==> config.mk <==
export PLATFORM = sky130hd
export DESIGN_NAME = sdts_front
export DESIGN_NICKNAME = d
export VERILOG_FILES = /design/src/smoothed_drive_tanh_saturator_unit_defines.svh /design/src/sdts_pkg.sv /design/src/sdts_front.sv
export SDC_FILE = /design/constraint.sdc
export NUM_CORES = 1
export LEC_CHECK = 0
export BUFFER_PORTS_ARGS = -buffer_cell sky130_fd_sc_hd__buf_2
export CORE_UTILIZATION = 54
export DETAILED_ROUTE_END_ITERATION = 10
export GPL_ROUTABILITY_DRIVEN = 1
export HOLD_SLACK_MARGIN = 0.03
export PLACE_DENSITY = 0.77
export SLEW_MARGIN = 20
export SYNTH_ARGS = -nofsm -noshare
export SYNTH_HDL_FRONTEND = slang
export SYNTH_SLANG_ARGS = --single-unit
==> constraint.sdc <==
create_clock -name clock -period 5.24 [get_ports clock]
set_clock_uncertainty 0.1 [all_clocks]
set_input_delay 0.524 -clock clock [delete_from_list [all_inputs] [get_ports clock]]
set_output_delay 0.524 -clock clock [all_outputs]
set_load 0.01 [all_outputs]
==> src/smoothed_drive_tanh_saturator_unit_defines.svh <==
// ----------------------------------------------------------------------------
// Assertion macros for the drive-smoothed tanh saturator
// Concurrent check helpers for the assertions of the top-level unit.
// ----------------------------------------------------------------------------
`ifndef SMOOTHED_DRIVE_TANH_SATURATOR_UNIT_DEFINES_SVH
`define SMOOTHED_DRIVE_TANH_SATURATOR_UNIT_DEFINES_SVH

// Same-cycle implication: whenever ante holds, cons must hold too.
`define SDTS_CHECK(label, clk, rst, ante, cons) \
   label: assert property (@(posedge clk) disable iff (rst) (ante) |-> (cons)) \
      else $error("sdts: same-cycle check failed");

// Next-cycle implication: whenever ante holds, cons must hold in the next cycle.
`define SDTS_CHECK_NEXT(label, clk, rst, ante, cons) \
   label: assert property (@(posedge clk) disable iff (rst) (ante) |=> (cons)) \
      else $error("sdts: next-cycle check failed");

`endif

==> src/sdts_pkg.sv <==
// ----------------------------------------------------------------------------
// sdts_pkg
// Types, widths, codes and the tanh table generator of the saturator.
// ----------------------------------------------------------------------------
`default_nettype none

package sdts_pkg;

   localparam int SAMPLE_W     = 24;
   localparam int LANES        = 2;
   localparam int CHANNELS     = 2;
   localparam int TDATA_W      = LANES * SAMPLE_W;
   localparam int DRIVE_W      = 17;
   localparam int LENGTH_W     = 16;
   localparam int DRIVE_FRAC_W = 16;
   localparam int CUR_W        = 33;
   localparam int STEP_W       = 34;
   localparam int DIV_STEPS    = 33;
   localparam int DIV_CNT_W    = 6;
   localparam int TANH_W       = 30;
   localparam int FRAC_W       = 23;
   localparam int SLOPE_W      = 31;
   localparam int PROD_W       = 55;
   localparam int SHAPE_W      = 32;
   localparam int X31_W        = 32;
   localparam int DELTA_W      = 33;
   localparam int MIX_W        = 51;
   localparam int ROUND_W      = 36;
   localparam int OUT_SHIFT    = 8;
   localparam int QUEUE_DEPTH  = 2;
   localparam int QUEUE_PTR_W  = 1;
   localparam int CSR_ADDR_W   = 3;
   localparam int CSR_DATA_W   = 32;

   localparam logic [DRIVE_W-1:0]  FULL_DRIVE        = 17'd65536;
   localparam logic [LENGTH_W-1:0] RAMP_LENGTH_RESET = 16'd2400;
   localparam logic [CUR_W-1:0]    DRIVE_HALF        = 33'd32768;
   localparam logic signed [MIX_W-1:0]   MIX_HALF   = 51'sd32768;
   localparam logic signed [ROUND_W-1:0] OUT_HALF   = 36'sd128;
   localparam logic signed [ROUND_W-1:0] SAT_HIGH   = 36'sd8388607;
   localparam logic signed [ROUND_W-1:0] SAT_LOW    = -36'sd8388608;

   localparam longint unsigned ONE_Q31 = 64'd1 << 31;

   typedef enum logic [0:0] {
      REG_DRIVE_TARGET = 1'b0,
      REG_RAMP_LENGTH  = 1'b1
   } csr_reg_type;

   typedef enum logic [2:0] {
      FR_IDLE,
      FR_DIVIDE,
      FR_SIGN,
      FR_ADVANCE,
      FR_PUSH
   } front_state_type;

   typedef enum logic [2:0] {
      BK_IDLE,
      BK_POS,
      BK_LUT,
      BK_SLOPE,
      BK_SHAPE,
      BK_BLEND,
      BK_FINISH
   } back_state_type;

   typedef logic [LANES-1:0][SAMPLE_W-1:0] frame_type;

   typedef struct packed {
      logic [DRIVE_W-1:0]  drive_target;
      logic [LENGTH_W-1:0] ramp_length;
   } csr_type;

   typedef struct packed {
      frame_type          sample;
      logic [DRIVE_W-1:0] drive;
   } entry_type;

   // Shift-subtract quotient, used only while elaborating the table.
   function automatic longint unsigned sdts_udiv(input longint unsigned num,
                                                 input longint unsigned den);
      longint unsigned quo;
      longint unsigned rem;
      quo = 0;
      rem = 0;
      for (int b = 63; b >= 0; b--) begin
         rem = (rem << 1) | longint'(num[b]);
         if (rem >= den) begin
            rem    = rem - den;
            quo[b] = 1'b1;
         end
      end
      return quo;
   endfunction

   // tanh(3a)/3 in Q0.31 for a = idx / (points - 1). exp(-6a/64) comes from a
   // series up to the eighth power and is squared six times to reach exp(-6a).
   function automatic logic [TANH_W-1:0] tanh_entry(input int unsigned idx,
                                                   input int unsigned points);
      longint unsigned span;
      longint unsigned w;
      longint unsigned term;
      longint unsigned e;
      longint unsigned t;
      span = (points > 1) ? longint'(points - 1) : 64'd1;
      w    = sdts_udiv(64'd201326592 * longint'(idx) + (span >> 1), span);
      term = ONE_Q31;
      e    = ONE_Q31;
      for (int k = 1; k <= 8; k++) begin
         term = sdts_udiv((term * w) >> 31, longint'(k));
         e    = (k % 2 == 1) ? e - term : e + term;
      end
      for (int r = 0; r < 6; r++) begin
         e = (e * e + (64'd1 << 30)) >> 31;
      end
      t = sdts_udiv((ONE_Q31 - e) << 31, ONE_Q31 + e);
      return TANH_W'(sdts_udiv(t, 64'd3));
   endfunction

endpackage

`default_nettype wire

==> src/sdts_front.sv <==
// ----------------------------------------------------------------------------
// sdts_front
// Takes frames, moves the drive ramp one frame on and queues frame plus drive.
// ----------------------------------------------------------------------------
`default_nettype none

module sdts_front
   import sdts_pkg::*;
(
   input  wire logic               clock,
   input  wire logic               reset,
   input  wire csr_type            cfg,
   input  wire logic               req_tvalid,
   output logic                    req_tready,
   input  wire logic [TDATA_W-1:0] req_tdata,
   output logic                    push_valid,
   output entry_type               push_data,
   input  wire logic               queue_full
);

   front_state_type state_ff, state_in;

   frame_type                   sample_ff, sample_in;
   logic [CUR_W-1:0]            current_ff, current_in;
   logic signed [STEP_W-1:0]    step_ff, step_in;
   logic [LENGTH_W-1:0]         remaining_ff, remaining_in;
   logic [DRIVE_W-1:0]          goal_ff, goal_in;
   logic [DIV_CNT_W-1:0]        div_cnt_ff, div_cnt_in;
   logic [LENGTH_W-1:0]         div_rem_ff, div_rem_in;
   logic [CUR_W-1:0]            div_quo_ff, div_quo_in;
   logic                        div_neg_ff, div_neg_in;

   logic                        accept_w;
   logic [DRIVE_W-1:0]          target_w;
   logic signed [STEP_W-1:0]    diff_w;
   logic signed [STEP_W-1:0]    neg_diff_w;
   logic [CUR_W-1:0]            mag_w;
   logic                        retarget_w;
   logic                        start_div_w;
   logic [LENGTH_W:0]           rem_shift_w;
   logic                        div_ge_w;
   logic signed [STEP_W-1:0]    advanced_w;
   logic [CUR_W-1:0]            rounded_w;

   assign accept_w    = req_tvalid && req_tready;
   assign target_w    = (cfg.drive_target > FULL_DRIVE) ? FULL_DRIVE : cfg.drive_target;
   assign diff_w      = $signed({1'b0, target_w, {DRIVE_FRAC_W{1'b0}}})
                        - $signed({1'b0, current_ff});
   assign neg_diff_w  = -diff_w;
   assign mag_w       = diff_w[STEP_W-1] ? neg_diff_w[CUR_W-1:0] : diff_w[CUR_W-1:0];
   assign retarget_w  = (target_w != goal_ff);
   assign start_div_w = retarget_w && (cfg.ramp_length != '0);
   assign rem_shift_w = {div_rem_ff, div_quo_ff[CUR_W-1]};
   assign div_ge_w    = (rem_shift_w >= {1'b0, cfg.ramp_length});
   assign advanced_w  = $signed({1'b0, current_ff}) + step_ff;
   assign rounded_w   = current_ff + DRIVE_HALF;

   // Next state
   always_comb begin
      state_in = state_ff;
      case (state_ff)
         FR_IDLE: begin
            if (accept_w) begin
               state_in = start_div_w ? FR_DIVIDE : FR_ADVANCE;
            end
         end
         FR_DIVIDE: begin
            if (div_cnt_ff == DIV_CNT_W'(DIV_STEPS - 1)) begin
               state_in = FR_SIGN;
            end
         end
         FR_SIGN:    state_in = FR_ADVANCE;
         FR_ADVANCE: state_in = FR_PUSH;
         FR_PUSH: begin
            if (!queue_full) begin
               state_in = FR_IDLE;
            end
         end
         default:    state_in = FR_IDLE;
      endcase
   end

   // Outputs
   always_comb begin
      req_tready       = (state_ff == FR_IDLE);
      push_valid       = (state_ff == FR_PUSH);
      push_data.sample = sample_ff;
      push_data.drive  = rounded_w[CUR_W-1:DRIVE_FRAC_W];
   end

   // Ramp and divider datapath
   always_comb begin
      sample_in    = sample_ff;
      current_in   = current_ff;
      step_in      = step_ff;
      remaining_in = remaining_ff;
      goal_in      = goal_ff;
      div_cnt_in   = div_cnt_ff;
      div_rem_in   = div_rem_ff;
      div_quo_in   = div_quo_ff;
      div_neg_in   = div_neg_ff;
      case (state_ff)
         FR_IDLE: begin
            if (accept_w) begin
               sample_in = frame_type'(req_tdata);
               if (retarget_w) begin
                  goal_in = target_w;
                  if (cfg.ramp_length == '0) begin
                     current_in   = {target_w, {DRIVE_FRAC_W{1'b0}}};
                     remaining_in = '0;
                  end else begin
                     remaining_in = cfg.ramp_length;
                     div_neg_in   = diff_w[STEP_W-1];
                     div_quo_in   = mag_w;
                     div_rem_in   = '0;
                     div_cnt_in   = '0;
                  end
               end
            end
         end
         FR_DIVIDE: begin
            // The partial remainder stays below the ramp length while that length is held.
            div_rem_in = div_ge_w ? LENGTH_W'(rem_shift_w - {1'b0, cfg.ramp_length})
                                  : rem_shift_w[LENGTH_W-1:0];
            div_quo_in = {div_quo_ff[CUR_W-2:0], div_ge_w};
            div_cnt_in = div_cnt_ff + DIV_CNT_W'(1);
         end
         FR_SIGN: begin
            step_in = div_neg_ff ? -$signed({1'b0, div_quo_ff}) : $signed({1'b0, div_quo_ff});
         end
         FR_ADVANCE: begin
            if (remaining_ff != '0) begin
               remaining_in = remaining_ff - LENGTH_W'(1);
               if (remaining_ff == LENGTH_W'(1)) begin
                  current_in = {goal_ff, {DRIVE_FRAC_W{1'b0}}};
               end else begin
                  current_in = advanced_w[CUR_W-1:0];
               end
            end
         end
         default: begin
         end
      endcase
   end

   always_ff @(posedge clock) begin
      if (reset) begin
         state_ff     <= FR_IDLE;
         current_ff   <= '0;
         step_ff      <= '0;
         remaining_ff <= '0;
         goal_ff      <= '0;
         div_cnt_ff   <= '0;
      end else begin
         state_ff     <= state_in;
         current_ff   <= current_in;
         step_ff      <= step_in;
         remaining_ff <= remaining_in;
         goal_ff      <= goal_in;
         div_cnt_ff   <= div_cnt_in;
      end
   end

   always_ff @(posedge clock) begin
      sample_ff  <= sample_in;
      div_rem_ff <= div_rem_in;
      div_quo_ff <= div_quo_in;
      div_neg_ff <= div_neg_in;
   end

endmodule

`default_nettype wire

==> flow_summary.ini <==
[synth]
synth_top_area_share_pct = 20.7
synth_seq_cells = 206
ys_seq_area_share_pct = 35.9
synth.avg_cell_area_um2 = 8.50
synthMuxAreaShare_pct = 2.69
ys.flop_type = dfxtp_1
yosys.area_share.adder_pct = 6.62
syn_area_mm2 = 0.0142
synth_edf_count = 98
yosys.area.top_type = edfxtp_1
syn_nets = 1831
synthTopCellsByCount = 194 x nor2_1, 146 x nand2_1, 114 x a21oi_1, 108 x dfxtp_1
netlist-cell-type-count = 76
synth_xor_area_share_pct = 9.80
yosys_warnings = 0
synth_compound_area_share_pct = 20.6
synthCells = 1672
synth.most_common_cell = nor2_1
synth-simple-area-share_pct = 20.0
synth_area_leaders = edfxtp_1 21%, dfxtp_1 15%, ha_1 6.3%, xnor2_1 5.4%, nor2_1 5.1%
synth_top_family_by_area = compound AO/OA/AOI/OAI gates
async_flop_share_pct = 0

[worst_setup_path]
start_kind = input pin
cp.depth = 17
crit_family = compound AO/OA/AOI/OAI gates
reg2reg_depth = 12
cp_cell_sequence = buf_2, nor4_1, nand4_1, nand2_1, and2_1, ha_1, a21oi_1, a221oi_1, a311oi_2, a31o_2, o211a_1, o21ai_2, inv_1, buf_4, a31oi_1, xor2_1, o21ai_0
path_buf_inv = 3
critPathSlowestCell = o21ai_2
arrival_ns = 4.76
critPathKind = in -> reg
crit_fanout = 19
max_stage_delay_ns = 0.62
endpoint_kind = flip-flop
required_ns = 5.39

[timing]
setup_tns_ns = 0
report.final.setup_viol = 0
fin_crit_ns = 4.61
fin_crit_sh_pct = 88.0
hold_ws_ns = 0.0791
rsz0062_at_grt = false
fmax_ghz = 0.217
slew_headroom_pct = 27.5
slew_viol_final = 0
tightestPinTransition_ns = 1.09
finalHoldViolCount = 0

[outcome]
status = completed

[clock_network]
root_buffer = clkbuf_16
clock-sinks = 206
cts_htree_levels = 1
cts_buffers = 23
clkTransAtPathRegs_ns = 0.07
cts_buffer_depth = 3
post-cts-setup-buffers = 0
cts_resized = 0
clock_latency_ns = 0.52
postCtsHoldBufs = 0
cts_tree = built

[global_routing]
overflow = 0
grt_pass1_vias = 12100
antenna_found_initial = 0
grt_pass1_wl_um = 65300
grt_max_degree = 81
grt_usage_pct = 30.7

[cells_and_area]
layout.nets = 1947
drive_above_1_share_pct = 13.7
fin_util_pct = 61.8
syn_to_final_growth_pct = 12.6
fill_cells = 2265
antenna_cells = 0

[drt]
viasPerCell = 6.17
wire_per_inst_um = 19.6
drc = 0
ant_nets = 0
drt-pass1-iter-count = 6
via_count = 13200
wirelength_um = 42000
drt_iter0_drc = 1202

[power_and_ir_drop]
power_density_mw_per_mm2 = 319
ir_drop_mv = 0.220
p_leak_nw = 6.62
finalPower_w = 0.00511

[floorplanning]
die_w_um = 164
start_util_pct = 54.8
io_pins = 152
num_rows = 59
core-area_mm2 = 0.0259
die-area_mm2 = 0.0270
die_h_um = 164

[hold_path]
whs_path_depth = 1
hold_path.class = in -> reg

[flow_run]
cap_viol_max_count = 0

[placement]
dp_hpwl_um = 30800
place_congestion = 0.964
io_buffers = 151
==> cells in the final DEF (no fill, tap or decap), types with 17 or more instances in the layout <==
cell type,n
a21o_1,34
a211oi_1,46
mux2i_1,36
xnor2_1,88
nor3_1,25
edfxtp_1,98
nor4_1,21
or3_1,22
nand4_1,18
nor2_1,193
a31oi_1,17
buf_4,22
dfxtp_1,108
nand3_1,44
clkbuf_16,23
o21ai_0,98
ha_1,72
nor2b_1,27
nand2_1,146
buf_2,150
a21oi_1,113
xor2_1,71
inv_1,78
o31ai_1,22
==> metrics by stage <==
step,instance area (µm²),setup slack (ns),std cells
finish,16000,0.627,2139
global route,16000,0.263,2139
CTS,16000,0.705,2139
detailed placement,15300,0.184,2098
global placement,15300,0.347,2098
floorplan,14200,0.819,1672
==> area by class of cell <==
cell class                      instances  area (µm²)  area share, %
Multi-Input combinational cell       1305        8540           53.3
Inverter                               79         297           1.85
Tap cell                              335         419           2.62
Timing Repair Buffer                  173         936           5.85
Clock buffer                           29         608           3.80
Clock inverter                         12         105          0.657
Sequential cell                       206        5100           31.9
==> sequential cells by signal (all words and copies together), names as in the netlist <==
name / cells
current_ff: 33
remaining_ff: 16
step_ff: 33
state_ff: 3
div_neg_ff: 1
goal_ff: 17
div_quo_ff: 33
div_cnt_ff: 6
div_rem_ff: 16
push_data: 48
==> routing by layer <==
layer	GRT usage, %	wire, µm	up-vias	part of all wire [%]
li1	-	-	6302	-
met1	41.5	18300	6186	44
met2	49.0	18600	611	44
met3	4.52	3530	97	8.4
met4	12.8	1620	0	3.9
met5	0	0	-	0
==> worst register-to-register path: stages, from the launching register on <==
cell,delay (ns)
dfxtp_1,0.40
inv_1,0.13
ha_1,0.33
or4b_1,0.64
nor2_1,0.32
a41oi_1,0.20
a2111oi_0,0.69
nor2_1,0.16
xnor2_1,0.45
nor2_1,0.17
a41oi_1,0.25
xor2_1,0.17
o21ai_0,0.09
==> final timing paths <==
path                                                 end                       start  slack [ns]
worst max-delay path             div_quo_ff[4]$_DFFE_PP_                     cfg[24]        0.63
worst min-delay path             push_data[63]$_DFFE_PP_               req_tdata[46]        0.08
worst max register to register  div_quo_ff[31]$_DFFE_PP_  current_ff[0]$_SDFFE_PP0P_        0.87
worst min register to register  step_ff[18]$_SDFFE_PP0N_    step_ff[18]$_SDFFE_PP0N_        0.41
==> kinds of logic after synthesis <==
kind of cell,Yosys count
and+or+nand+nor,583
AOI/OAI and AO/OA,451
DFF,206
buffers and inverters,161
xor gates and xnor gates,159
adders and majority gates,74
muxes,38
==> power by group <==
part           total (W)  internal (W)  switching, W
logic            0.00141      0.000560      0.000852
clock network    0.00158      0.000881      0.000698
registers        0.00212       0.00193      0.000190
total            0.00511       0.00337       0.00174
Note: power is estimated with default switching activity, not from simulation.
