**config.mk**
```make
export PLATFORM = sky130hd
export DESIGN_NAME = sdts_queue
export DESIGN_NICKNAME = d
export VERILOG_FILES = /design/src/smoothed_drive_tanh_saturator_unit_defines.svh /design/src/sdts_pkg.sv /design/src/sdts_queue.sv
export SDC_FILE = /design/constraint.sdc
export NUM_CORES = 1
export LEC_CHECK = 0
export ABC_AREA = 1
export ABC_CLOCK_PERIOD_IN_PS = 5000
export BUFFER_PORTS_ARGS = -buffer_cell sky130_fd_sc_hd__buf_2
export CORE_ASPECT_RATIO = 0.7
export CORE_MARGIN = 2
export CORE_UTILIZATION = 54
export CTS_BUF_LIST = sky130_fd_sc_hd__clkbuf_4
export DETAILED_ROUTE_END_ITERATION = 10
export PLACE_DENSITY = 0.84
export SLEW_MARGIN = 20
export SYNTH_ARGS = -nofsm -noshare
export SYNTH_HDL_FRONTEND = slang
export SYNTH_SLANG_ARGS = --single-unit
```
**constraint.sdc**
```tcl
create_clock -name clock -period 5 [get_ports clock]
set_clock_uncertainty 0.1 [all_clocks]
set_input_delay 1 -clock clock [delete_from_list [all_inputs] [get_ports clock]]
set_output_delay 1 -clock clock [all_outputs]
set_load 0.01 [all_outputs]
```
**src/smoothed_drive_tanh_saturator_unit_defines.svh**
```systemverilog
// ----------------------------------------------------------------------------
// Assertion macros for the drive-smoothed tanh saturator
// Concurrent check helpers for the assertions of the top-level unit.
// ----------------------------------------------------------------------------
`ifndef SMOOTHED_DRIVE_TANH_SATURATOR_UNIT_DEFINES_SVH
`define SMOOTHED_DRIVE_TANH_SATURATOR_UNIT_DEFINES_SVH

// Same-cycle implication: whenever ante holds, cons must hold too.
`define SDTS_CHECK(label, clk, rst, ante, cons) \
   label: assert property (@(posedge clk) disable iff (rst) (ante) |-> (cons)) \
      else $error("sdts: same-cycle check failed");

// Next-cycle implication: whenever ante holds, cons must hold in the next cycle.
`define SDTS_CHECK_NEXT(label, clk, rst, ante, cons) \
   label: assert property (@(posedge clk) disable iff (rst) (ante) |=> (cons)) \
      else $error("sdts: next-cycle check failed");

`endif

```
**src/sdts_pkg.sv**
```systemverilog
// ----------------------------------------------------------------------------
// sdts_pkg
// Types, widths, codes and the tanh table generator of the saturator.
// ----------------------------------------------------------------------------
`default_nettype none

package sdts_pkg;

   localparam int SAMPLE_W     = 24;
   localparam int LANES        = 2;
   localparam int CHANNELS     = 2;
   localparam int TDATA_W      = LANES * SAMPLE_W;
   localparam int DRIVE_W      = 17;
   localparam int LENGTH_W     = 16;
   localparam int DRIVE_FRAC_W = 16;
   localparam int CUR_W        = 33;
   localparam int STEP_W       = 34;
   localparam int DIV_STEPS    = 33;
   localparam int DIV_CNT_W    = 6;
   localparam int TANH_W       = 30;
   localparam int FRAC_W       = 23;
   localparam int SLOPE_W      = 31;
   localparam int PROD_W       = 55;
   localparam int SHAPE_W      = 32;
   localparam int X31_W        = 32;
   localparam int DELTA_W      = 33;
   localparam int MIX_W        = 51;
   localparam int ROUND_W      = 36;
   localparam int OUT_SHIFT    = 8;
   localparam int QUEUE_DEPTH  = 2;
   localparam int QUEUE_PTR_W  = 1;
   localparam int CSR_ADDR_W   = 3;
   localparam int CSR_DATA_W   = 32;

   localparam logic [DRIVE_W-1:0]  FULL_DRIVE        = 17'd65536;
   localparam logic [LENGTH_W-1:0] RAMP_LENGTH_RESET = 16'd2400;
   localparam logic [CUR_W-1:0]    DRIVE_HALF        = 33'd32768;
   localparam logic signed [MIX_W-1:0]   MIX_HALF   = 51'sd32768;
   localparam logic signed [ROUND_W-1:0] OUT_HALF   = 36'sd128;
   localparam logic signed [ROUND_W-1:0] SAT_HIGH   = 36'sd8388607;
   localparam logic signed [ROUND_W-1:0] SAT_LOW    = -36'sd8388608;

   localparam longint unsigned ONE_Q31 = 64'd1 << 31;

   typedef enum logic [0:0] {
      REG_DRIVE_TARGET = 1'b0,
      REG_RAMP_LENGTH  = 1'b1
   } csr_reg_type;

   typedef enum logic [2:0] {
      FR_IDLE,
      FR_DIVIDE,
      FR_SIGN,
      FR_ADVANCE,
      FR_PUSH
   } front_state_type;

   typedef enum logic [2:0] {
      BK_IDLE,
      BK_POS,
      BK_LUT,
      BK_SLOPE,
      BK_SHAPE,
      BK_BLEND,
      BK_FINISH
   } back_state_type;

   typedef logic [LANES-1:0][SAMPLE_W-1:0] frame_type;

   typedef struct packed {
      logic [DRIVE_W-1:0]  drive_target;
      logic [LENGTH_W-1:0] ramp_length;
   } csr_type;

   typedef struct packed {
      frame_type          sample;
      logic [DRIVE_W-1:0] drive;
   } entry_type;

   // Shift-subtract quotient, used only while elaborating the table.
   function automatic longint unsigned sdts_udiv(input longint unsigned num,
                                                 input longint unsigned den);
      longint unsigned quo;
      longint unsigned rem;
      quo = 0;
      rem = 0;
      for (int b = 63; b >= 0; b--) begin
         rem = (rem << 1) | longint'(num[b]);
         if (rem >= den) begin
            rem    = rem - den;
            quo[b] = 1'b1;
         end
      end
      return quo;
   endfunction

   // tanh(3a)/3 in Q0.31 for a = idx / (points - 1). exp(-6a/64) comes from a
   // series up to the eighth power and is squared six times to reach exp(-6a).
   function automatic logic [TANH_W-1:0] tanh_entry(input int unsigned idx,
                                                   input int unsigned points);
      longint unsigned span;
      longint unsigned w;
      longint unsigned term;
      longint unsigned e;
      longint unsigned t;
      span = (points > 1) ? longint'(points - 1) : 64'd1;
      w    = sdts_udiv(64'd201326592 * longint'(idx) + (span >> 1), span);
      term = ONE_Q31;
      e    = ONE_Q31;
      for (int k = 1; k <= 8; k++) begin
         term = sdts_udiv((term * w) >> 31, longint'(k));
         e    = (k % 2 == 1) ? e - term : e + term;
      end
      for (int r = 0; r < 6; r++) begin
         e = (e * e + (64'd1 << 30)) >> 31;
      end
      t = sdts_udiv((ONE_Q31 - e) << 31, ONE_Q31 + e);
      return TANH_W'(sdts_udiv(t, 64'd3));
   endfunction

endpackage

`default_nettype wire

```
**src/sdts_queue.sv**
```systemverilog
// ----------------------------------------------------------------------------
// sdts_queue
// Two-entry queue of frames with their drive between front and back.
// ----------------------------------------------------------------------------
`default_nettype none

module sdts_queue
   import sdts_pkg::*;
(
   input  wire logic      clock,
   input  wire logic      reset,
   input  wire logic      push_valid,
   input  wire entry_type push_data,
   output logic           queue_full,
   input  wire logic      pop,
   output entry_type      pop_data,
   output logic           queue_empty
);

   entry_type                entries_ff [QUEUE_DEPTH];
   logic [QUEUE_PTR_W-1:0]   wr_ptr_ff, wr_ptr_in;
   logic [QUEUE_PTR_W-1:0]   rd_ptr_ff, rd_ptr_in;
   logic [QUEUE_PTR_W:0]     count_ff, count_in;
   logic                     do_push_w;
   logic                     do_pop_w;

   assign queue_full  = (count_ff == (QUEUE_PTR_W + 1)'(QUEUE_DEPTH));
   assign queue_empty = (count_ff == '0);
   assign do_push_w   = push_valid && !queue_full;
   assign do_pop_w    = pop && !queue_empty;
   assign pop_data    = entries_ff[rd_ptr_ff];

   always_comb begin
      wr_ptr_in = wr_ptr_ff;
      rd_ptr_in = rd_ptr_ff;
      count_in  = count_ff;
      if (do_push_w) begin
         wr_ptr_in = (wr_ptr_ff == QUEUE_PTR_W'(QUEUE_DEPTH - 1)) ? '0
                     : wr_ptr_ff + QUEUE_PTR_W'(1);
      end
      if (do_pop_w) begin
         rd_ptr_in = (rd_ptr_ff == QUEUE_PTR_W'(QUEUE_DEPTH - 1)) ? '0
                     : rd_ptr_ff + QUEUE_PTR_W'(1);
      end
      if (do_push_w && !do_pop_w) begin
         count_in = count_ff + (QUEUE_PTR_W + 1)'(1);
      end else if (do_pop_w && !do_push_w) begin
         count_in = count_ff - (QUEUE_PTR_W + 1)'(1);
      end
   end

   always_ff @(posedge clock) begin
      if (reset) begin
         wr_ptr_ff <= '0;
         rd_ptr_ff <= '0;
         count_ff  <= '0;
      end else begin
         wr_ptr_ff <= wr_ptr_in;
         rd_ptr_ff <= rd_ptr_in;
         count_ff  <= count_in;
      end
   end

   always_ff @(posedge clock) begin
      if (do_push_w) begin
         entries_ff[wr_ptr_ff] <= push_data;
      end
   end

endmodule

`default_nettype wire

```
==> results of run 1 <==
sequential cells by signal, summed over array words and instances, names as in the netlist, named ones only:
signal / count
entries_ff: 130
rd_ptr_ff: 1
count_ff: 2
wr_ptr_ff: 1
Yosys cell counts:
library cell    n
a21oi_1         1
and2_1          1
buf_2           1
buf_6           6
dfxtp_1         5
edfxtp_1      130
ha_1            1
inv_1           9
mux2_2         15
mux2_4         50
nand2_1         4
nand3_1         1
nand4_1         1
nor2_1          9
o21ai_0         4
o21ai_2         1
routing by layer:
metal	vias to the layer above	GRT usage	wire, µm
li1	1236	-	-
met1	1261	0.2231	3757
met2	122	0.2794	4182
met3	13	0.07580	875
met4	0	0.06448	121
met5	-	0	0
power by group:
group	total (W)	switching (W)	internal, W
Sequential	0.00151	0.0000803	0.00143
Clock	0.000613	0.000336	0.000277
Combinational	0.000751	0.000370	0.000381
Total	0.00287	0.000786	0.00209
kinds of logic after synthesis:
logic type,share of synthesized area
simple gates,0.01289
compound gates,0.006569
mux,0.1788
fa+ha+maj,0.002433
flops,0.7786
buf+inv,0.02068
layout make-up:
cell class                      instances  area (µm²)
Sequential cell                       135        4008
Clock inverter                          8       60.06
Fill cell                             643        2934
Timing Repair Buffer                  140       725.7
Multi-Input combinational cell         88        1047
Inverter                                9       33.78
Tap cell                              124       155.1
Clock buffer                           24       180.2
final timing paths:
kind	depth (start not counted)	from	slack, ns	to
worst max-delay path	3	flop	1.85	pop_data[47]
worst min-delay path	2	wr_ptr_ff$_SDFFE_PP0P_	0.45	wr_ptr_ff$_SDFFE_PP0P_
worst max register to register	3	count_ff[0]$_SDFFE_PP0P_	2.76	entries_ff[0][34]$_DFFE_PP_
worst min register to register	2	wr_ptr_ff$_SDFFE_PP0P_	0.45	wr_ptr_ff$_SDFFE_PP0P_
through the flow:
| stage | hold WS (ns) | utilization | power [W] | instances | instance area, µm² |
|---|---|---|---|---|---|
| 2_1_floorplan | 0.3755 | - | 0.002040 | 239 | 5142 |
| 3_3_place_gp | 0.4183 | 0.6507 | 0.002269 | 495 | 5949 |
| 3_5_place_dp | 0.4320 | 0.6507 | 0.002293 | 495 | 5949 |
| 4_1_cts | 0.4522 | 0.6769 | 0.002904 | 527 | 6190 |
| 5_1_grt | 0.4922 | 0.6791 | 0.003004 | 528 | 6210 |
| 6_report | 0.4536 | 0.6791 | 0.002874 | 528 | 6210 |
worst max-delay path, stage by stage (launching register included):
cell     delay [ns]
dfxtp_4        0.72
buf_12         0.33
mux2_2         0.37
buf_2          0.14
==> flow_metrics.env, run 1 <==
export IMPL_status="finished clean"
export IMPL_ys_ff_latch=135
export IMPL_fin_nets=461
export IMPL_max_freq_mhz=317.9
export IMPL_first_pass_iters=4
export IMPL_grt_max_degree=66
export IMPL_grt_pass1_vias=2735
export IMPL_powerDensity_nw_per_um2=462.9
export IMPL_clk_path_buf_depth=2
export IMPL_drc=0
export IMPL_finalHoldViolCount=0
export IMPL_setup_viol=0
export IMPL_yosys_warnings=0
export IMPL_ys_types=16
export IMPL_final_common_cell="buf_2"
export IMPL_finalCriticalPeriod_ns=3.146
export IMPL_rows=29
export IMPL_power_leakage_nw=2.461
export IMPL_drt_total_wl_mm=8.937
export IMPL_worstPathArrival_ns=2.05
export IMPL_cts_clk_slew_worst_paths_ns=0.09
export IMPL_grt_ovfl_total=0
export IMPL_hold_class="reg -> reg"
export IMPL_cts_tree="built"
export IMPL_gp_congestion=0.7929
export IMPL_grt_use_total=0.1776
export IMPL_slew_headroom=0.3521
export IMPL_finalMaxSlewViolations=0
export IMPL_yosysTopAreaCell="edfxtp_1"
export IMPL_viasPerCell=4.985
export IMPL_endpoint_kind="output pin"
export IMPL_fin_crit_sh=0.6292
export IMPL_coreArea_um2=9144
export IMPL_area_growth_syn_to_layout_pct=20.75
export IMPL_grt_first_pass_wirelength_mm=13.41
export IMPL_netlist_instances=239
export IMPL_antenna_cells=0
export IMPL_irDropWorstVdd_v=0.0003568
export IMPL_netlist_area_um2=5142
export IMPL_worst_pin_slew_ns=0.9696
export IMPL_clk_latency_ns=0.48
export IMPL_clock_root_buffer="clkbuf_4"
export IMPL_post_place_ws_ns=2.151
export IMPL_synth_area_per_cell_um2=21.52
export IMPL_synth_nets=309
export IMPL_wire_per_inst_um=16.93
export IMPL_path_class="reg -> out"
export IMPL_num_vias=2632
export IMPL_setup_ws_ns=1.854
export IMPL_holdBufCountCts=0
export IMPL_cts_max_level=4
export IMPL_maxCapViolations=0
export IMPL_cts_sinks=135
export IMPL_die_h_um=85.65
export IMPL_critPathMaxFanout=34
export IMPL_start_kind="flop"
export IMPL_num_io_pins=136
export IMPL_cts_setup_buffers=0
export IMPL_fp_dieW_um=120.6
export IMPL_ant_nets=0
export IMPL_numCtsBuffers=17
export IMPL_drt_initial_drc_count=166
export IMPL_yosysTopAreaCellShare=0.7591
export IMPL_portBuffers=135
export IMPL_dpl_hpwl_mm=6.033
export IMPL_start_util=0.5624
export IMPL_setup_tns_ns=0
export IMPL_dieArea_um2=10330
export IMPL_ys_top_cells_by_area="edfxtp_1, mux2_4, mux2_2"
export IMPL_critPathRequiredTime_ns=3.90
export IMPL_antenna_found_initial=0
export IMPL_rsz0062_at_grt="no"
export IMPL_drive_above_1_share=0.5866
export IMPL_ys_seq_area_frac=0.7786
export IMPL_ctsResizeCount=0
export IMPL_layout_common_cells="buf_2, edfxtp_1, mux2_4"
Note: power is estimated with default switching activity, not from simulation.
==> inputs of run 2 (changes only) <==
--- a/config.mk
+++ b/config.mk
@@ -6,7 +6,7 @@
 export NUM_CORES = 1
 export LEC_CHECK = 0
 export ABC_AREA = 1
-export ABC_CLOCK_PERIOD_IN_PS = 5000
+export ABC_CLOCK_PERIOD_IN_PS = 3210
 export BUFFER_PORTS_ARGS = -buffer_cell sky130_fd_sc_hd__buf_2
 export CORE_ASPECT_RATIO = 0.7
 export CORE_MARGIN = 2
==> constraint.sdc (replaced) <==
create_clock -name clock -period 3.21 [get_ports clock]
set_clock_uncertainty 0.1 [all_clocks]
set_input_delay 0.642 -clock clock [delete_from_list [all_inputs] [get_ports clock]]
set_output_delay 0.642 -clock clock [all_outputs]
set_load 0.01 [all_outputs]
==> run 2 against run 1 <==
Effect of this change:
- power increased by 61%
- non-clock buffer count unchanged
- highest routed layer unchanged
- largest power group unchanged
- combinational power increased by 57%
- critical endpoint is now pop_data[49]
- global-route usage decreased by 0.49 points
- utilization increased by 0.59 points
- register-to-register slack got worse by 1.4 ns
- cell count unchanged
- clock-buffer cell count decreased by 6
- via count unchanged
- sequential share of layout area decreased by 0.55 points
- design area increased by 0.87%
- largest cell class unchanged
- flip-flop and latch count unchanged
==> flow_metrics.env, run 2 (synthesized netlist as in run 1, its figures left out) <==
export IMPL_reg2reg_to="count_ff[1]$_SDFFE_PP0P_"
export IMPL_grt_ovfl_total=0
export IMPL_reg_largest_list="entries_ff x130, count_ff x2"
export IMPL_drc=0
export IMPL_holdBufCountCts=0
export IMPL_final_common_cell="buf_2"
export IMPL_num_io_pins=136
export IMPL_status="finished clean"
export IMPL_die_h_um=85.65
export IMPL_post_place_ws_ns=0.9586
export IMPL_power_leakage_nw=2.475
export IMPL_cts_max_level=4
export IMPL_dieArea_um2=10330
export IMPL_num_vias=2632
export IMPL_path_class="reg -> out"
export IMPL_hold_class="in -> reg"
export IMPL_largest_register_ffs=130
export IMPL_reg2regPathDepth=9
export IMPL_endpoint_kind="output pin"
export IMPL_wire_per_inst_um=16.63
export IMPL_antenna_found_initial=0
export IMPL_start_kind="flop"
export IMPL_powerDensity_nw_per_um2=740.7
export IMPL_drive_above_1_share=0.5916
export IMPL_cts_clk_slew_worst_paths_ns=0.12
export IMPL_start_util=0.5624
export IMPL_coreArea_um2=9144
export IMPL_critPathRequiredTime_ns=2.47
export IMPL_max_freq_mhz=362.8
export IMPL_largest_register="entries_ff"
export IMPL_fp_dieW_um=120.6
export IMPL_viasPerCell=4.985
export IMPL_portBuffers=135
export IMPL_layout_common_cells="buf_2, edfxtp_1, mux2_4"
export IMPL_clk_latency_ns=0.49
export IMPL_clock_root_buffer="clkbuf_4"
export IMPL_drt_total_wl_mm=8.783
export IMPL_cp_endpoint="pop_data[49]"
export IMPL_dpl_hpwl_mm=5.945
export IMPL_maxCapViolations=0
export IMPL_finalHoldViolCount=0
export IMPL_grt_pass1_vias=2608
export IMPL_clk_path_buf_depth=2
export IMPL_gp_congestion=0.7119
export IMPL_ant_nets=0
export IMPL_finalCriticalPeriod_ns=2.756
export IMPL_ctsResizeCount=0
export IMPL_fillers=639
export IMPL_rows=29
export IMPL_grt_max_degree=41
export IMPL_grt_use_total=0.1727
export IMPL_setup_viol=0
export IMPL_place_inst=496
export IMPL_grt_first_pass_wirelength_mm=12.99
export IMPL_fin_nets=461
export IMPL_slew_headroom=0.6426
export IMPL_setup_tns_ns=0
export IMPL_irDropWorstVdd_v=0.0004694
export IMPL_worstPathArrival_ns=2.01
export IMPL_numCtsBuffers=17
export IMPL_area_growth_syn_to_layout_pct=21.80
export IMPL_first_pass_iters=5
export IMPL_critPathMaxFanout=40
export IMPL_worst_pin_slew_ns=0.5361
export IMPL_finalMaxSlewViolations=0
export IMPL_reg2reg_from="count_ff[1]$_SDFFE_PP0P_"
export IMPL_cts_tree="built"
export IMPL_cts_setup_buffers=0
export IMPL_finalNonFillerCells=528
export IMPL_rsz0062_at_grt="no"
export IMPL_hold_depth=1
export IMPL_antenna_cells=0
export IMPL_drt_initial_drc_count=133
export IMPL_fin_crit_sh=0.8586
export IMPL_setup_ws_ns=0.4538
export IMPL_cts_sinks=135
export IMPL_r2r_slack_ns=1.40
-- run 2: cell types whose count changed in the layout (fill, tap and decap cells not counted), sizes merged --
| cell | previous run | this run |
|---|---|---|
| bufinv | 1 | 3 |
| clkbuf | 24 | 18 |
| clkinv | 7 | 9 |
| clkinvlp | 0 | 2 |
-- run 2: through the flow --
| step | instance area [µm²] | util | total power (W) | hold slack [ns] |
|---|---|---|---|---|
| finish | 6264 | 0.6850 | 0.004640 | 0.2245 |
| global route | 6264 | 0.6850 | 0.004850 | 0.1514 |
| CTS | 6264 | 0.6850 | 0.004696 | 0.1602 |
| detailed placement | 5969 | 0.6528 | 0.003573 | 0.4440 |
| global placement | 5969 | 0.6528 | 0.003523 | 0.4206 |
| floorplan | 5142 | - | 0.003178 | 0.3755 |
-- run 2: worst min-delay path by stage --
stage                                   to  slack, ns                   start
5_1_grt         entries_ff[0][3]$_DFFE_PP_       0.15            push_data[3]
6_report       entries_ff[0][24]$_DFFE_PP_       0.22           push_data[24]
3_5_place_dp        wr_ptr_ff$_SDFFE_PP0P_       0.44  wr_ptr_ff$_SDFFE_PP0P_
4_1_cts        entries_ff[1][43]$_DFFE_PP_       0.16           push_data[43]
3_3_place_gp        wr_ptr_ff$_SDFFE_PP0P_       0.42  wr_ptr_ff$_SDFFE_PP0P_
2_1_floorplan       wr_ptr_ff$_SDFFE_PP0P_       0.38  wr_ptr_ff$_SDFFE_PP0P_
-- run 2: power by group --
part	switching [W]	total, W	internal (W)	leakage [nW]
Combinational	0.000586	0.00118	0.000593	1.06
Sequential	0.000112	0.00234	0.00223	1.25
Clock	0.000581	0.00112	0.000541	0.157
Total	0.00128	0.00464	0.00336	2.48
-- run 2: worst max-delay path: stages (launching register included) --
cell	delay (ns)
dfxtp_4	0.64
buf_12	0.34
mux2_2	0.38
buf_2	0.14
-- run 2: routing by layer --
layer,part of all wire,vias up,track usage
met4,0.010,0,0.07294
met1,0.43,1284,0.2125
met2,0.48,106,0.2748
li1,-,1233,-
met5,0,-,0
met3,0.078,9,0.06981
-- run 2: cell type report --
class / count / area [µm²] / share of cell area
Sequential cell: 135 / 4008 / 0.6398
Multi-Input combinational cell: 88 / 1047 / 0.1672
Timing Repair Buffer: 140 / 725.7 / 0.1159
Clock inverter: 14 / 158.9 / 0.02537
Tap cell: 124 / 155.1 / 0.02477
Clock buffer: 18 / 135.1 / 0.02157
Inverter: 9 / 33.78 / 0.005394
==> inputs of run 3 (changes only) <==
--- a/config.mk
+++ b/config.mk
@@ -8,7 +8,6 @@
 export ABC_AREA = 1
 export ABC_CLOCK_PERIOD_IN_PS = 3210
 export BUFFER_PORTS_ARGS = -buffer_cell sky130_fd_sc_hd__buf_2
-export CORE_ASPECT_RATIO = 0.7
 export CORE_MARGIN = 2
 export CORE_UTILIZATION = 54
 export CTS_BUF_LIST = sky130_fd_sc_hd__clkbuf_4
==> run 3 against run 2 <==
Effect of this change:
- non-clock buffer count stayed put
- die area is 0.12% lower
- combinational power hardly changed
- critical path depth stayed put
- design area is 0.76% higher
- largest cell class unchanged
- largest power group unchanged
- highest routed layer unchanged
==> flow_metrics.env, run 3 (synthesized netlist as in run 1, its figures left out) <==
export IMPL_status="finished clean"
export IMPL_final_common_cell="buf_2"
export IMPL_numCtsBuffers=17
export IMPL_seqPwrFrac=0.496
export IMPL_cts_max_level=4
export IMPL_grt_max_degree=66
export IMPL_worstPathArrival_ns=1.96
export IMPL_multi_input_area_um2=1047
export IMPL_comb_power_share=0.248
export IMPL_rsz0062_at_grt="no"
export IMPL_layout_common_cells="buf_2, edfxtp_1, mux2_4"
export IMPL_internal_power_w=0.003397
export IMPL_max_freq_mhz=369.8
export IMPL_ant_nets=0
export IMPL_setup_viol=0
export IMPL_portBuffers=135
export IMPL_die_h_um=101.6
export IMPL_cts_tree="built"
export IMPL_slew_headroom=0.6843
export IMPL_maxCapViolations=0
export IMPL_post_place_ws_ns=1.004
export IMPL_endpoint_kind="output pin"
export IMPL_finalHoldViolCount=0
export IMPL_critPathRequiredTime_ns=2.47
export IMPL_num_vias=2610
export IMPL_gp_congestion=0.6898
export IMPL_finalCriticalPeriod_ns=2.704
export IMPL_drive_above_1_share=0.5965
export IMPL_rows=35
export IMPL_first_pass_iters=4
export IMPL_grt_first_pass_wirelength_mm=12.73
export IMPL_start_kind="flop"
export IMPL_clk_path_buf_depth=2
export IMPL_setup_ws_ns=0.5058
export IMPL_place_inst=501
export IMPL_cts_sinks=135
export IMPL_drc=0
export IMPL_power_leakage_nw=2.493
export IMPL_hold_class="in -> reg"
export IMPL_start_util=0.5565
export IMPL_setup_tns_ns=0
export IMPL_largest_register_ffs=130
export IMPL_dpl_hpwl_mm=5.580
export IMPL_cts_clk_slew_worst_paths_ns=0.14
export IMPL_holdBufCountCts=0
export IMPL_viasPerCell=4.897
export IMPL_reg_largest_list="entries_ff x130, count_ff x2"
export IMPL_coreArea_um2=9240
export IMPL_drt_total_wl_mm=8.468
export IMPL_fin_nets=461
export IMPL_antenna_found_initial=0
export IMPL_total_power_w=0.004724
export IMPL_critPathMaxFanout=27
export IMPL_drt_initial_drc_count=126
export IMPL_worst_pin_slew_ns=0.4735
export IMPL_powerDensity_nw_per_um2=748.6
export IMPL_fp_dieW_um=101.6
export IMPL_num_io_pins=136
export IMPL_cts_setup_buffers=0
export IMPL_grt_use_total=0.1684
export IMPL_ctsResizeCount=0
export IMPL_wire_per_inst_um=15.89
export IMPL_seqCellArea_um2=4008
export IMPL_irDropWorstVdd_v=0.0004965
export IMPL_finalMaxSlewViolations=0
export IMPL_grt_pass1_vias=2640
export IMPL_antenna_cells=0
export IMPL_switching_share=0.2808
export IMPL_fillers=625
export IMPL_p_sw_w=0.001327
export IMPL_whs_ns=0.2038
export IMPL_clock_root_buffer="clkbuf_4"
export IMPL_fin_crit_sh=0.8424
export IMPL_clk_latency_ns=0.49
export IMPL_grt_ovfl_total=0
export IMPL_clockPowerShare=0.256
export IMPL_area_growth_syn_to_layout_pct=22.73
export IMPL_largest_register="entries_ff"
export IMPL_path_class="reg -> out"
export IMPL_dieArea_um2=10320
export IMPL_finalNonFillerCells=533
-- run 3: area by class of cell --
type	count	area share
repair buffers	140	0.1170
inverters	9	0.005353
flip-flops and latches	135	0.6350
clock buffers	18	0.02141
well taps	129	0.02557
clock inverters	14	0.02974
multi-input cells	88	0.1659
-- run 3: worst paths after layout --
check | end | cells past startpoint | slack, ns | start
worst min-delay path | entries_ff[0][24]$_DFFE_PP_ | 1 | 0.20 | push_data[24]
worst max register to register | count_ff[1]$_SDFFE_PP0P_ | 9 | 1.39 | count_ff[1]$_SDFFE_PP0P_
worst min register to register | wr_ptr_ff$_SDFFE_PP0P_ | 2 | 0.48 | wr_ptr_ff$_SDFFE_PP0P_
worst max-delay path | pop_data[35] | 3 | 0.51 | flop
-- run 3: critical path: stages (launching register included) --
cell,delay (ns)
dfxtp_4,0.65
buf_4,0.34
mux2_4,0.33
buf_2,0.14
-- run 3: power by group through the flow --
| stage | combinational, W | clock, W | sequential, W |
|---|---|---|---|
| 3_5_place_dp | 0.00119 | 0 | 0.00239 |
| 6_report | 0.00117 | 0.00121 | 0.00234 |
| 5_1_grt | 0.00128 | 0.00132 | 0.00237 |
| 4_1_cts | 0.00119 | 0.00125 | 0.00235 |
| 2_1_floorplan | 0.000839 | 0 | 0.00234 |
| 3_3_place_gp | 0.00116 | 0 | 0.00237 |
-- run 3: metrics by stage --
stage / utilization / cell area, µm²
2_1_floorplan: - / 5142
3_3_place_gp: 0.6481 / 5988
3_5_place_dp: 0.6481 / 5988
4_1_cts: 0.6830 / 6311
5_1_grt: 0.6830 / 6311
6_report: 0.6830 / 6311
-- run 3: routing by layer --
| layer | share of wire | track usage |
|---|---|---|
| met1 | 0.38 | 0.1942 |
| met2 | 0.53 | 0.2814 |
| met3 | 0.066 | 0.06004 |
| met4 | 0.017 | 0.07900 |
| met5 | 0 | 0 |
